### src/rtl/lis_pkg.sv
// Package for the light and irrigation scheduler.
// Holds the item structs, status, alert and register index codes, and constants.
// No dependencies.
`timescale 1ns / 1ps

package lis_pkg;

    // Field widths
    localparam int unsigned NOW_W     = 32;
    localparam int unsigned HOUR_W    = 5;
    localparam int unsigned MINUTE_W  = 6;
    localparam int unsigned PH_W      = 11;
    localparam int unsigned MINS_W    = 11;
    localparam int unsigned SECS_W    = 22;
    localparam int unsigned WMIN_W    = 16;
    localparam int unsigned CFG_IDX_W = 3;
    localparam int unsigned CFG_DAT_W = 16;

    // Scheduling constants
    localparam logic [NOW_W-1:0]  SYNC_THRESHOLD = 32'd1000000000;
    localparam logic [5:0]        HOURS_PER_DAY  = 6'd24;
    localparam logic [5:0]        TWO_DAYS_HOURS = 6'd48;
    localparam logic [MINS_W-1:0] MINUTES_PER_DAY = 11'd1440;

    // Register reset values
    localparam logic [HOUR_W-1:0] LIGHT_START_RESET  = 5'd6;
    localparam logic [HOUR_W-1:0] LIGHT_LENGTH_RESET = 5'd12;
    localparam logic [SECS_W-1:0] INTERVAL_SEC_RESET = 22'd3600;  // 60 minutes
    localparam logic [SECS_W-1:0] DURATION_SEC_RESET = 22'd300;   // 5 minutes
    localparam logic [PH_W-1:0]   PH_LOW_RESET       = 11'd550;
    localparam logic [PH_W-1:0]   PH_HIGH_RESET      = 11'd650;

    // Register indexes
    localparam logic [CFG_IDX_W-1:0] CFG_LIGHT_START    = 3'd0;
    localparam logic [CFG_IDX_W-1:0] CFG_LIGHT_LENGTH   = 3'd1;
    localparam logic [CFG_IDX_W-1:0] CFG_WATER_INTERVAL = 3'd2;
    localparam logic [CFG_IDX_W-1:0] CFG_WATER_DURATION = 3'd3;
    localparam logic [CFG_IDX_W-1:0] CFG_PH_LOW         = 3'd4;
    localparam logic [CFG_IDX_W-1:0] CFG_PH_HIGH        = 3'd5;

    // Step status codes
    localparam logic [1:0] STATUS_RAN      = 2'd0;
    localparam logic [1:0] STATUS_NO_CYCLE = 2'd1;
    localparam logic [1:0] STATUS_UNSYNCED = 2'd2;
    localparam logic [1:0] STATUS_NO_STAGE = 2'd3;

    // pH alert codes
    localparam logic [1:0] ALERT_NONE = 2'd0;
    localparam logic [1:0] ALERT_LOW  = 2'd1;
    localparam logic [1:0] ALERT_HIGH = 2'd2;

    typedef struct packed {
        logic [NOW_W-1:0]    now_seconds;
        logic [HOUR_W-1:0]   local_hour;
        logic [MINUTE_W-1:0] local_minute;
        logic                cycle_active;
        logic                stage_available;
        logic                lights_now;
        logic                pump_now;
        logic [PH_W-1:0]     ph_sample;
        logic                ph_present;
    } tick_t;

    typedef struct packed {
        logic [1:0]        step_status;
        logic              lights_wanted;
        logic              lights_toggle;
        logic [MINS_W-1:0] minutes_to_light_change;
        logic              pump_command;
        logic              pump_started;
        logic              pump_stopped;
        logic [SECS_W-1:0] seconds_to_watering;
        logic [1:0]        ph_alert;
    } result_t;

    // Minutes to seconds: x*60 = x*64 - x*4, exact in SECS_W bits.
    function automatic logic [SECS_W-1:0] min_to_sec(input logic [WMIN_W-1:0] m);
        logic [SECS_W-1:0] x;
        x = {{(SECS_W-WMIN_W){1'b0}}, m};
        return (x << 6) - (x << 2);
    endfunction

endpackage

### src/rtl/light_and_irrigation_scheduler.sv
// Light and irrigation scheduler top level: input register, one-pass
// schedule logic, result register and scheduler state. Depends on lis_pkg.
`timescale 1ns / 1ps

//  Channel  | Signals                          | Direction | Moves
//  ---------+----------------------------------+-----------+----------------------
//  tick     | tick_valid, tick_ready, tick     | in        | one schedule tick item
//  result   | result_valid, result_ready, result | out     | one result item per tick
//  config   | wr_en, wr_index, wr_data         | in        | register write, no wait
//
//  Each item waits in the input register and is then registered as its
//  result; with result_ready high a new item is taken every cycle. The
//  scheduler state updates at the edge that registers the result, so the
//  next item sees it at once. A stalled result holds in the output register
//  while one more item waits in the input register.
//  Reset clears the handshake, restores register defaults and arms the first tick.

module light_and_irrigation_scheduler (
    input  logic                                clk,
    input  logic                                rst_n,
    input  logic                                tick_valid,
    output logic                                tick_ready,
    input  lis_pkg::tick_t                      tick,
    output logic                                result_valid,
    input  logic                                result_ready,
    output lis_pkg::result_t                    result,
    input  logic                                wr_en,
    input  logic [lis_pkg::CFG_IDX_W-1:0]       wr_index,
    input  logic [lis_pkg::CFG_DAT_W-1:0]       wr_data
);

    // ------------------------------------------------------------------
    // Configuration registers; watering times are kept in seconds so the
    // item path has no multiply.
    // ------------------------------------------------------------------
    logic [lis_pkg::HOUR_W-1:0] light_start_reg;
    logic [lis_pkg::HOUR_W-1:0] light_length_reg;
    logic [lis_pkg::SECS_W-1:0] interval_sec_reg;
    logic [lis_pkg::SECS_W-1:0] duration_sec_reg;
    logic [lis_pkg::PH_W-1:0]   ph_low_reg;
    logic [lis_pkg::PH_W-1:0]   ph_high_reg;

    always_ff @(posedge clk or negedge rst_n)
    begin
        if (!rst_n)
        begin
            light_start_reg  <= lis_pkg::LIGHT_START_RESET;
            light_length_reg <= lis_pkg::LIGHT_LENGTH_RESET;
            interval_sec_reg <= lis_pkg::INTERVAL_SEC_RESET;
            duration_sec_reg <= lis_pkg::DURATION_SEC_RESET;
            ph_low_reg       <= lis_pkg::PH_LOW_RESET;
            ph_high_reg      <= lis_pkg::PH_HIGH_RESET;
        end
        else if (wr_en)
        begin
            case (wr_index)
                lis_pkg::CFG_LIGHT_START:    light_start_reg  <= wr_data[lis_pkg::HOUR_W-1:0];
                lis_pkg::CFG_LIGHT_LENGTH:   light_length_reg <= wr_data[lis_pkg::HOUR_W-1:0];
                lis_pkg::CFG_WATER_INTERVAL: interval_sec_reg <= lis_pkg::min_to_sec(wr_data);
                lis_pkg::CFG_WATER_DURATION: duration_sec_reg <= lis_pkg::min_to_sec(wr_data);
                lis_pkg::CFG_PH_LOW:         ph_low_reg       <= wr_data[lis_pkg::PH_W-1:0];
                lis_pkg::CFG_PH_HIGH:        ph_high_reg      <= wr_data[lis_pkg::PH_W-1:0];
                default:                     ;  // indexes past the list are dropped
            endcase
        end
    end

    // ------------------------------------------------------------------
    // Handshake: advance moves the input register into the result register.
    // ------------------------------------------------------------------
    logic             tick_valid_reg;
    lis_pkg::tick_t   tick_reg;
    logic             result_valid_reg;
    lis_pkg::result_t result_reg;
    lis_pkg::result_t result_next;
    logic             advance;

    assign advance      = tick_valid_reg && (!result_valid_reg || result_ready);
    assign tick_ready   = !tick_valid_reg || advance;
    assign result_valid = result_valid_reg;
    assign result       = result_reg;

    // ------------------------------------------------------------------
    // Scheduler state
    // ------------------------------------------------------------------
    logic                      first_tick_reg;
    logic                      first_tick_next;
    logic [lis_pkg::NOW_W-1:0] last_water_reg;
    logic [lis_pkg::NOW_W-1:0] last_water_next;
    logic [lis_pkg::NOW_W-1:0] pump_start_reg;
    logic [lis_pkg::NOW_W-1:0] pump_start_next;

    // ------------------------------------------------------------------
    // Status: cycle, then time sync, then stage.
    // ------------------------------------------------------------------
    logic [1:0] status;

    always_comb
    begin
        if (!tick_reg.cycle_active)
            status = lis_pkg::STATUS_NO_CYCLE;
        else if (tick_reg.now_seconds < lis_pkg::SYNC_THRESHOLD)
            status = lis_pkg::STATUS_UNSYNCED;
        else if (!tick_reg.stage_available)
            status = lis_pkg::STATUS_NO_STAGE;
        else
            status = lis_pkg::STATUS_RAN;
    end

    // ------------------------------------------------------------------
    // Lights: window [start, end) with end = (start + length) mod 24.
    // Equal start and end means lights on all day.
    // ------------------------------------------------------------------
    logic [5:0]                 end_sum;
    logic [lis_pkg::HOUR_W-1:0] end_hour;
    logic                       want;
    logic [lis_pkg::HOUR_W-1:0] target;
    logic signed [6:0]          hour_diff;
    logic signed [12:0]         diff_ext;
    logic signed [12:0]         mins_raw;
    logic [lis_pkg::MINS_W-1:0] mins;

    always_comb
    begin
        end_sum = {1'b0, light_start_reg} + {1'b0, light_length_reg};
        if (end_sum >= lis_pkg::TWO_DAYS_HOURS)
            end_sum = end_sum - lis_pkg::TWO_DAYS_HOURS;
        else if (end_sum >= lis_pkg::HOURS_PER_DAY)
            end_sum = end_sum - lis_pkg::HOURS_PER_DAY;
        end_hour = end_sum[lis_pkg::HOUR_W-1:0];

        if (light_start_reg < end_hour)
            want = (tick_reg.local_hour >= light_start_reg) && (tick_reg.local_hour < end_hour);
        else
            want = (tick_reg.local_hour >= light_start_reg) || (tick_reg.local_hour < end_hour);

        target = want ? end_hour : light_start_reg;

        // Hours to the next transition, wrapping into tomorrow when it has passed.
        if (tick_reg.local_hour < target)
            hour_diff = $signed({2'b00, target}) - $signed({2'b00, tick_reg.local_hour});
        else
            hour_diff = $signed({2'b00, target}) + $signed({1'b0, lis_pkg::HOURS_PER_DAY})
                        - $signed({2'b00, tick_reg.local_hour});

        // Times 60 as shift and subtract, then drop the minutes already gone.
        diff_ext = 13'(hour_diff);
        mins_raw = (diff_ext <<< 6) - (diff_ext <<< 2)
                   - $signed({7'b0, tick_reg.local_minute});

        if (mins_raw < 0)
            mins = '0;
        else if (mins_raw > $signed({2'b00, lis_pkg::MINUTES_PER_DAY}))
            mins = lis_pkg::MINUTES_PER_DAY;
        else
            mins = mins_raw[lis_pkg::MINS_W-1:0];
    end

    // ------------------------------------------------------------------
    // Watering. Elapsed times are signed so a clock running backwards never
    // starts or stops the pump.
    // ------------------------------------------------------------------
    logic signed [lis_pkg::NOW_W:0] since_water;
    logic signed [lis_pkg::NOW_W:0] since_pump;
    logic                           interval_due;
    logic                           duration_due;
    logic [lis_pkg::SECS_W-1:0]     wait_sec;
    logic                           pump;
    logic                           started;
    logic                           stopped;

    always_comb
    begin
        since_water  = $signed({1'b0, tick_reg.now_seconds}) - $signed({1'b0, last_water_reg});
        since_pump   = $signed({1'b0, tick_reg.now_seconds}) - $signed({1'b0, pump_start_reg});
        interval_due = !since_water[lis_pkg::NOW_W]
                       && (since_water[lis_pkg::NOW_W-1:0]
                           >= {{(lis_pkg::NOW_W-lis_pkg::SECS_W){1'b0}}, interval_sec_reg});
        duration_due = !since_pump[lis_pkg::NOW_W]
                       && (since_pump[lis_pkg::NOW_W-1:0]
                           >= {{(lis_pkg::NOW_W-lis_pkg::SECS_W){1'b0}}, duration_sec_reg});

        // Countdown from the state on entry; zero when never watered.
        if (last_water_reg == '0)
            wait_sec = '0;
        else if (since_water[lis_pkg::NOW_W])
            wait_sec = interval_sec_reg;
        else if (interval_due)
            wait_sec = '0;
        else
            wait_sec = interval_sec_reg - since_water[lis_pkg::SECS_W-1:0];

        first_tick_next = first_tick_reg;
        last_water_next = last_water_reg;
        pump_start_next = pump_start_reg;
        pump            = tick_reg.pump_now;
        started         = 1'b0;
        stopped         = 1'b0;

        if (first_tick_reg)
        begin
            pump            = 1'b1;
            last_water_next = tick_reg.now_seconds;
            first_tick_next = 1'b0;
            started         = 1'b1;
        end
        else if ((last_water_reg != '0) && interval_due)
        begin
            pump            = 1'b1;
            last_water_next = tick_reg.now_seconds;
            started         = 1'b1;
        end

        if (pump)
        begin
            if (pump_start_reg == '0)
                pump_start_next = tick_reg.now_seconds;
            else if (duration_due)
            begin
                pump            = 1'b0;
                pump_start_next = '0;
                stopped         = 1'b1;
            end
        end
        else
            pump_start_next = '0;

        // A refused tick leaves the state alone.
        if (status != lis_pkg::STATUS_RAN)
        begin
            first_tick_next = first_tick_reg;
            last_water_next = last_water_reg;
            pump_start_next = pump_start_reg;
        end
    end

    // ------------------------------------------------------------------
    // Result assembly
    // ------------------------------------------------------------------
    always_comb
    begin
        result_next = '0;
        result_next.step_status = status;
        if (status != lis_pkg::STATUS_RAN)
        begin
            result_next.lights_wanted = tick_reg.lights_now;
            result_next.pump_command  = tick_reg.pump_now;
        end
        else
        begin
            result_next.lights_wanted           = want;
            result_next.lights_toggle           = want ^ tick_reg.lights_now;
            result_next.minutes_to_light_change = mins;
            result_next.pump_command            = pump;
            result_next.pump_started            = started;
            result_next.pump_stopped            = stopped;
            result_next.seconds_to_watering     = wait_sec;
            // Too low is checked first, so a sample under the low limit and over the high limit reports low.
            if (!tick_reg.ph_present)
                result_next.ph_alert = lis_pkg::ALERT_NONE;
            else if (tick_reg.ph_sample < ph_low_reg)
                result_next.ph_alert = lis_pkg::ALERT_LOW;
            else if (tick_reg.ph_sample > ph_high_reg)
                result_next.ph_alert = lis_pkg::ALERT_HIGH;
            else
                result_next.ph_alert = lis_pkg::ALERT_NONE;
        end
    end

    // ------------------------------------------------------------------
    // Registers
    // ------------------------------------------------------------------
    always_ff @(posedge clk or negedge rst_n)
    begin
        if (!rst_n)
        begin
            tick_valid_reg   <= 1'b0;
            result_valid_reg <= 1'b0;
            first_tick_reg   <= 1'b1;
            last_water_reg   <= '0;
            pump_start_reg   <= '0;
        end
        else
        begin
            if (tick_ready)
                tick_valid_reg <= tick_valid;
            if (advance)
            begin
                result_valid_reg <= 1'b1;
                first_tick_reg   <= first_tick_next;
                last_water_reg   <= last_water_next;
                pump_start_reg   <= pump_start_next;
            end
            else if (result_ready)
                result_valid_reg <= 1'b0;
        end
    end

    // Payload registers, no reset: hold while stalled.
    always_ff @(posedge clk)
    begin
        if (tick_valid && tick_ready)
            tick_reg <= tick;
        if (advance)
            result_reg <= result_next;
    end

    // ------------------------------------------------------------------
    // Assertions
    // ------------------------------------------------------------------
    // Expiry always leaves the pump off.
    a_stop_means_off: assert property (@(posedge clk) disable iff (!rst_n)
        result_valid && result.pump_stopped |-> !result.pump_command)
        else $error("pump stopped but still commanded on");

    // A refused tick never touches the pump schedule.
    a_refused_quiet: assert property (@(posedge clk) disable iff (!rst_n)
        result_valid && (result.step_status != lis_pkg::STATUS_RAN)
        |-> !result.pump_started && !result.pump_stopped)
        else $error("refused tick changed the pump");

    // Clearing the first-tick flag goes with a watering start.
    a_first_start: assert property (@(posedge clk) disable iff (!rst_n)
        $fell(first_tick_reg) |-> result_valid && result.pump_started)
        else $error("first tick consumed without a start");

    // Expiry clears the pump timer.
    a_stop_clears_timer: assert property (@(posedge clk) disable iff (!rst_n)
        advance && result_next.pump_stopped |=> pump_start_reg == '0)
        else $error("pump timer not cleared on expiry");

endmodule

### config.mk
export PLATFORM = sky130hd
export DESIGN_NAME = light_and_irrigation_scheduler
export DESIGN_NICKNAME = d
export VERILOG_FILES = /design/src/rtl/lis_pkg.sv /design/src/rtl/light_and_irrigation_scheduler.sv
export SDC_FILE = /design/constraint.sdc
export NUM_CORES = 1
export LEC_CHECK = 0
export BUFFER_PORTS_ARGS = -buffer_cell sky130_fd_sc_hd__buf_2
export CORE_MARGIN = 1
export CORE_UTILIZATION = 40
export DETAILED_ROUTE_END_ITERATION = 16
export PLACE_DENSITY = 0.55
export SLEW_MARGIN = 20
export SYNTH_ARGS = -nofsm -noshare
export SYNTH_HDL_FRONTEND = slang
export SYNTH_SLANG_ARGS = --single-unit
### constraint.sdc
create_clock -name clk -period 9.3 [get_ports clk]
set_input_delay 1.86 -clock clk [delete_from_list [all_inputs] [get_ports clk]]
set_output_delay 1.86 -clock clk [all_outputs]
set_load 0.03 [all_outputs]
==> impl_metrics.json <==
{
  "synth_top_area_share_pct": 17.3,
  "max_stage_delay_ns": 0.54,
  "p_leak_nw": 9.30,
  "dp_hpwl_mm": 37.2,
  "pwr-share-comb_pct": 69.2,
  "dieArea_mm2": 0.0448,
  "yosys.area.top_type": "edfxtp_1",
  "async_reset_ff_share_pct": 57.9,
  "synth_commonest_cells": "inv_1 (264), ha_1 (208), nand2_1 (171), a21oi_1 (142), o21ai_0 (132)",
  "drv_cap": 0,
  "port_buffers": 126,
  "cts_sinks": 240,
  "hp-class": "reg -> reg",
  "num-nets-final": 2319,
  "area_growth_pct": 12.3,
  "finalSetupTns_ns": 0,
  "dr.pass1.iters": 5,
  "clkPwrFrac_pct": 13.4,
  "rsz0062_at_grt": "no",
  "routedWlPerCell_um": 18.0,
  "dr.first_iter.drc_count": 717,
  "pin_count": 127,
  "post-route-period-util_pct": 93.6,
  "start_util_pct": 40.7,
  "post-place-ws_ns": 0.748,
  "finalMaxSlewViolations": 0,
  "tritoncts": "yes",
  "syn-num-nets": 2199,
  "largest_reg_flops": 59,
  "cp_num_buf_inv": 1,
  "ir_worst_vdd_uv": 901,
  "synth_top_family_by_area": "compound AO/OA/AOI/OAI gates",
  "min_period_ns": 8.70,
  "ctsResizeCount": 0,
  "cpMostUsedCell": "ha_1",
  "synth_cells": 1901,
  "cp_data_required_time_ns": 9.70,
  "die_height_um": 212,
  "seqPwrFrac_pct": 17.4,
  "drt_wl_total_mm": 47.2,
  "synth_seq_area_share_pct": 37.2,
  "synth-main-ff-cell": "dfrtp_1",
  "synth_xor_area_share_pct": 4.99,
  "ys_ff_latch": 240,
  "crit_slowest_cell": "or4_1",
  "grt_pass1_wl_mm": 75.0,
  "synthAdderAreaFrac_pct": 15.7,
  "muxShareOfSynthArea_pct": 2.79,
  "synth_most_common_cell": "inv_1",
  "htreeDepth": 1,
  "cts-hold-fix-buffers": 0,
  "layout-drive-gt1-share_pct": 12.1,
  "core_area_mm2": 0.0432,
  "routed_via_density": 5.34,
  "path_class": "reg -> reg",
  "critPathTopFamily": "compound AO/OA/AOI/OAI gates",
  "arrival_ns": 9.11,
  "crit_path_start_kind": "register",
  "crit_fanout": 15,
  "track_usage_pct": 21.3,
  "clockRootBuffer": "clkbuf_16",
  "setup-violations-final": 0,
  "synth_area_mm2": 0.0176,
  "finalPower_mw": 8.50,
  "antenna_found_initial": 1,
  "stdcell_area_mm2": 0.0197,
  "synth_compound_area_share_pct": 19.0,
  "holdWs_ns": 0.480,
  "grt_start_max_net_pins": 78,
  "clk_pin_slew_ns": 0.06,
  "rows": 76,
  "drc_errors": 0,
  "cell_internal_pwr_mw": 4.43,
  "critPathCaptureType": "register",
  "die-width_um": 212,
  "synth_edf_count": 101,
  "yosys.area_share.simple_pct": 13.1,
  "p_per_area_mw_per_mm2": 431,
  "vias": 14032,
  "max_freq_ghz": 0.115,
  "clk_latency_ns": 0.58,
  "worst_pin_slew_ns": 0.829,
  "yosysWarnings": 0,
  "ys_top_cells_by_area": "edfxtp_1 (17%), dfrtp_1 (17%), ha_1 (15%)",
  "avgSynthCellArea_um2": 9.24,
  "grt_pass1_vias": 13663,
  "diodes": 0,
  "slew_headroom_pct": 44.7,
  "fin_ws_ns": 0.596,
  "ant_nets": 0,
  "ys_types": 93,
  "skew_ns": 0.0121,
  "placed_area_mm2": 0.0187,
  "routabilityCongestion": 0.909,
  "hold_viol": 0,
  "overflow": 0,
  "numCtsBuffers": 30,
  "p_sw_share_pct": 47.8,
  "power_switching_mw": 4.07,
  "post_cts.repair.setup_buffers": 0,
  "status": "finished clean",
  "ctsLongestPathBuffers": 3
}
==> per-layer routing <==
metal	vias up	wire [um]	global-route usage (%)	part of all wire, %
li1	6980	-	-	-
met1	6733	22700	30.1	48
met2	268	21700	34.9	46
met3	51	1950	2.34	4.1
met4	0	812	4.35	1.7
met5	-	0	0	0
==> area by class of cell <==
cell class                 count  area [um2]
clock buffer                  43         871
clock inverter                13        90.1
fill                        4302       23400
inverter                     265         995
multi-input combinational   1348        9780
sequential                   240        6540
tap                          585         732
timing repair buffer         136         716
==> stage by stage <==
step,instances,util (%)
after floorplan,1901,-
after global placement,2574,43.4
after detailed placement,2574,43.4
after CTS,2630,45.7
after global routing,2630,45.7
final,2630,45.7
==> tightest hold or removal path: stages (launching register included) <==
cell and delay [ns]:
dfstp_2 0.37, nand2_1 0.04, o21ai_0 0.06
==> power groups by stage <==
stage | Clock, mW | Combinational [mW] | Sequential [mW]
after floorplan | 0 | 4.53 | 1.53
after global placement | 0 | 5.63 | 1.50
after detailed placement | 0 | 5.77 | 1.50
after CTS | 1.17 | 5.82 | 1.48
after global routing | 1.21 | 6.61 | 1.50
final | 1.14 | 5.88 | 1.48
==> cell families after synthesis <==
kind of cell               count (synthesis)
AOI/OAI and AO/OA                        515
and+or+nand+nor                          470
buffers and inverters                    313
DFF                                      240
adders and majority gates                216
xor gates and xnor gates                 100
muxes                                     47
==> path summary, 6_finish.rpt <==
path | start | to | slack [ns] | cells past startpoint
min in group asynchronous | rst_n | pump_start_reg[5] | 1.28 | 1
setup reg to reg | light_start_reg[0] | result[36] | 0.60 | 37
hold reg to reg | ph_high_reg[9] | ph_high_reg[9] | 0.48 | 2
setup / recovery | light_start_reg[0] | result[36] | 0.60 | 37
hold / removal | ph_high_reg[9] | ph_high_reg[9] | 0.48 | 2
max in group asynchronous | rst_n | ph_low_reg[4] | 6.86 | 2
==> cell usage in the layout (no fill, tap or decap), types with 9 or more instances in the layout <==
cell       netlist  final
a211oi_1        17     17
a21o_1          48     48
a21oi_1        142    142
and3_1          12     12
buf_2            1    125
buf_4            6      9
clkbuf_16        0     31
dfrtp_1        118    118
dfstp_2         21     21
edfxtp_1       101    101
ha_1           208    208
inv_1          264    264
mux2_2          12     12
mux2i_1         34     34
nand2_1        171    171
nand2b_1        23     23
nand3_1         40     40
nand4_1         18     18
nor2_1          80     80
nor2b_1         22     22
nor3_1          31     30
nor4_1          24     24
o211ai_1        11     11
o21a_1          25     25
o21ai_0        132    131
o21ai_1         12     13
o21bai_1        14     14
o2bb2ai_1       32     32
xnor2_1         60     60
xor2_1          40     40
Power figures use the tool's default switching activity.
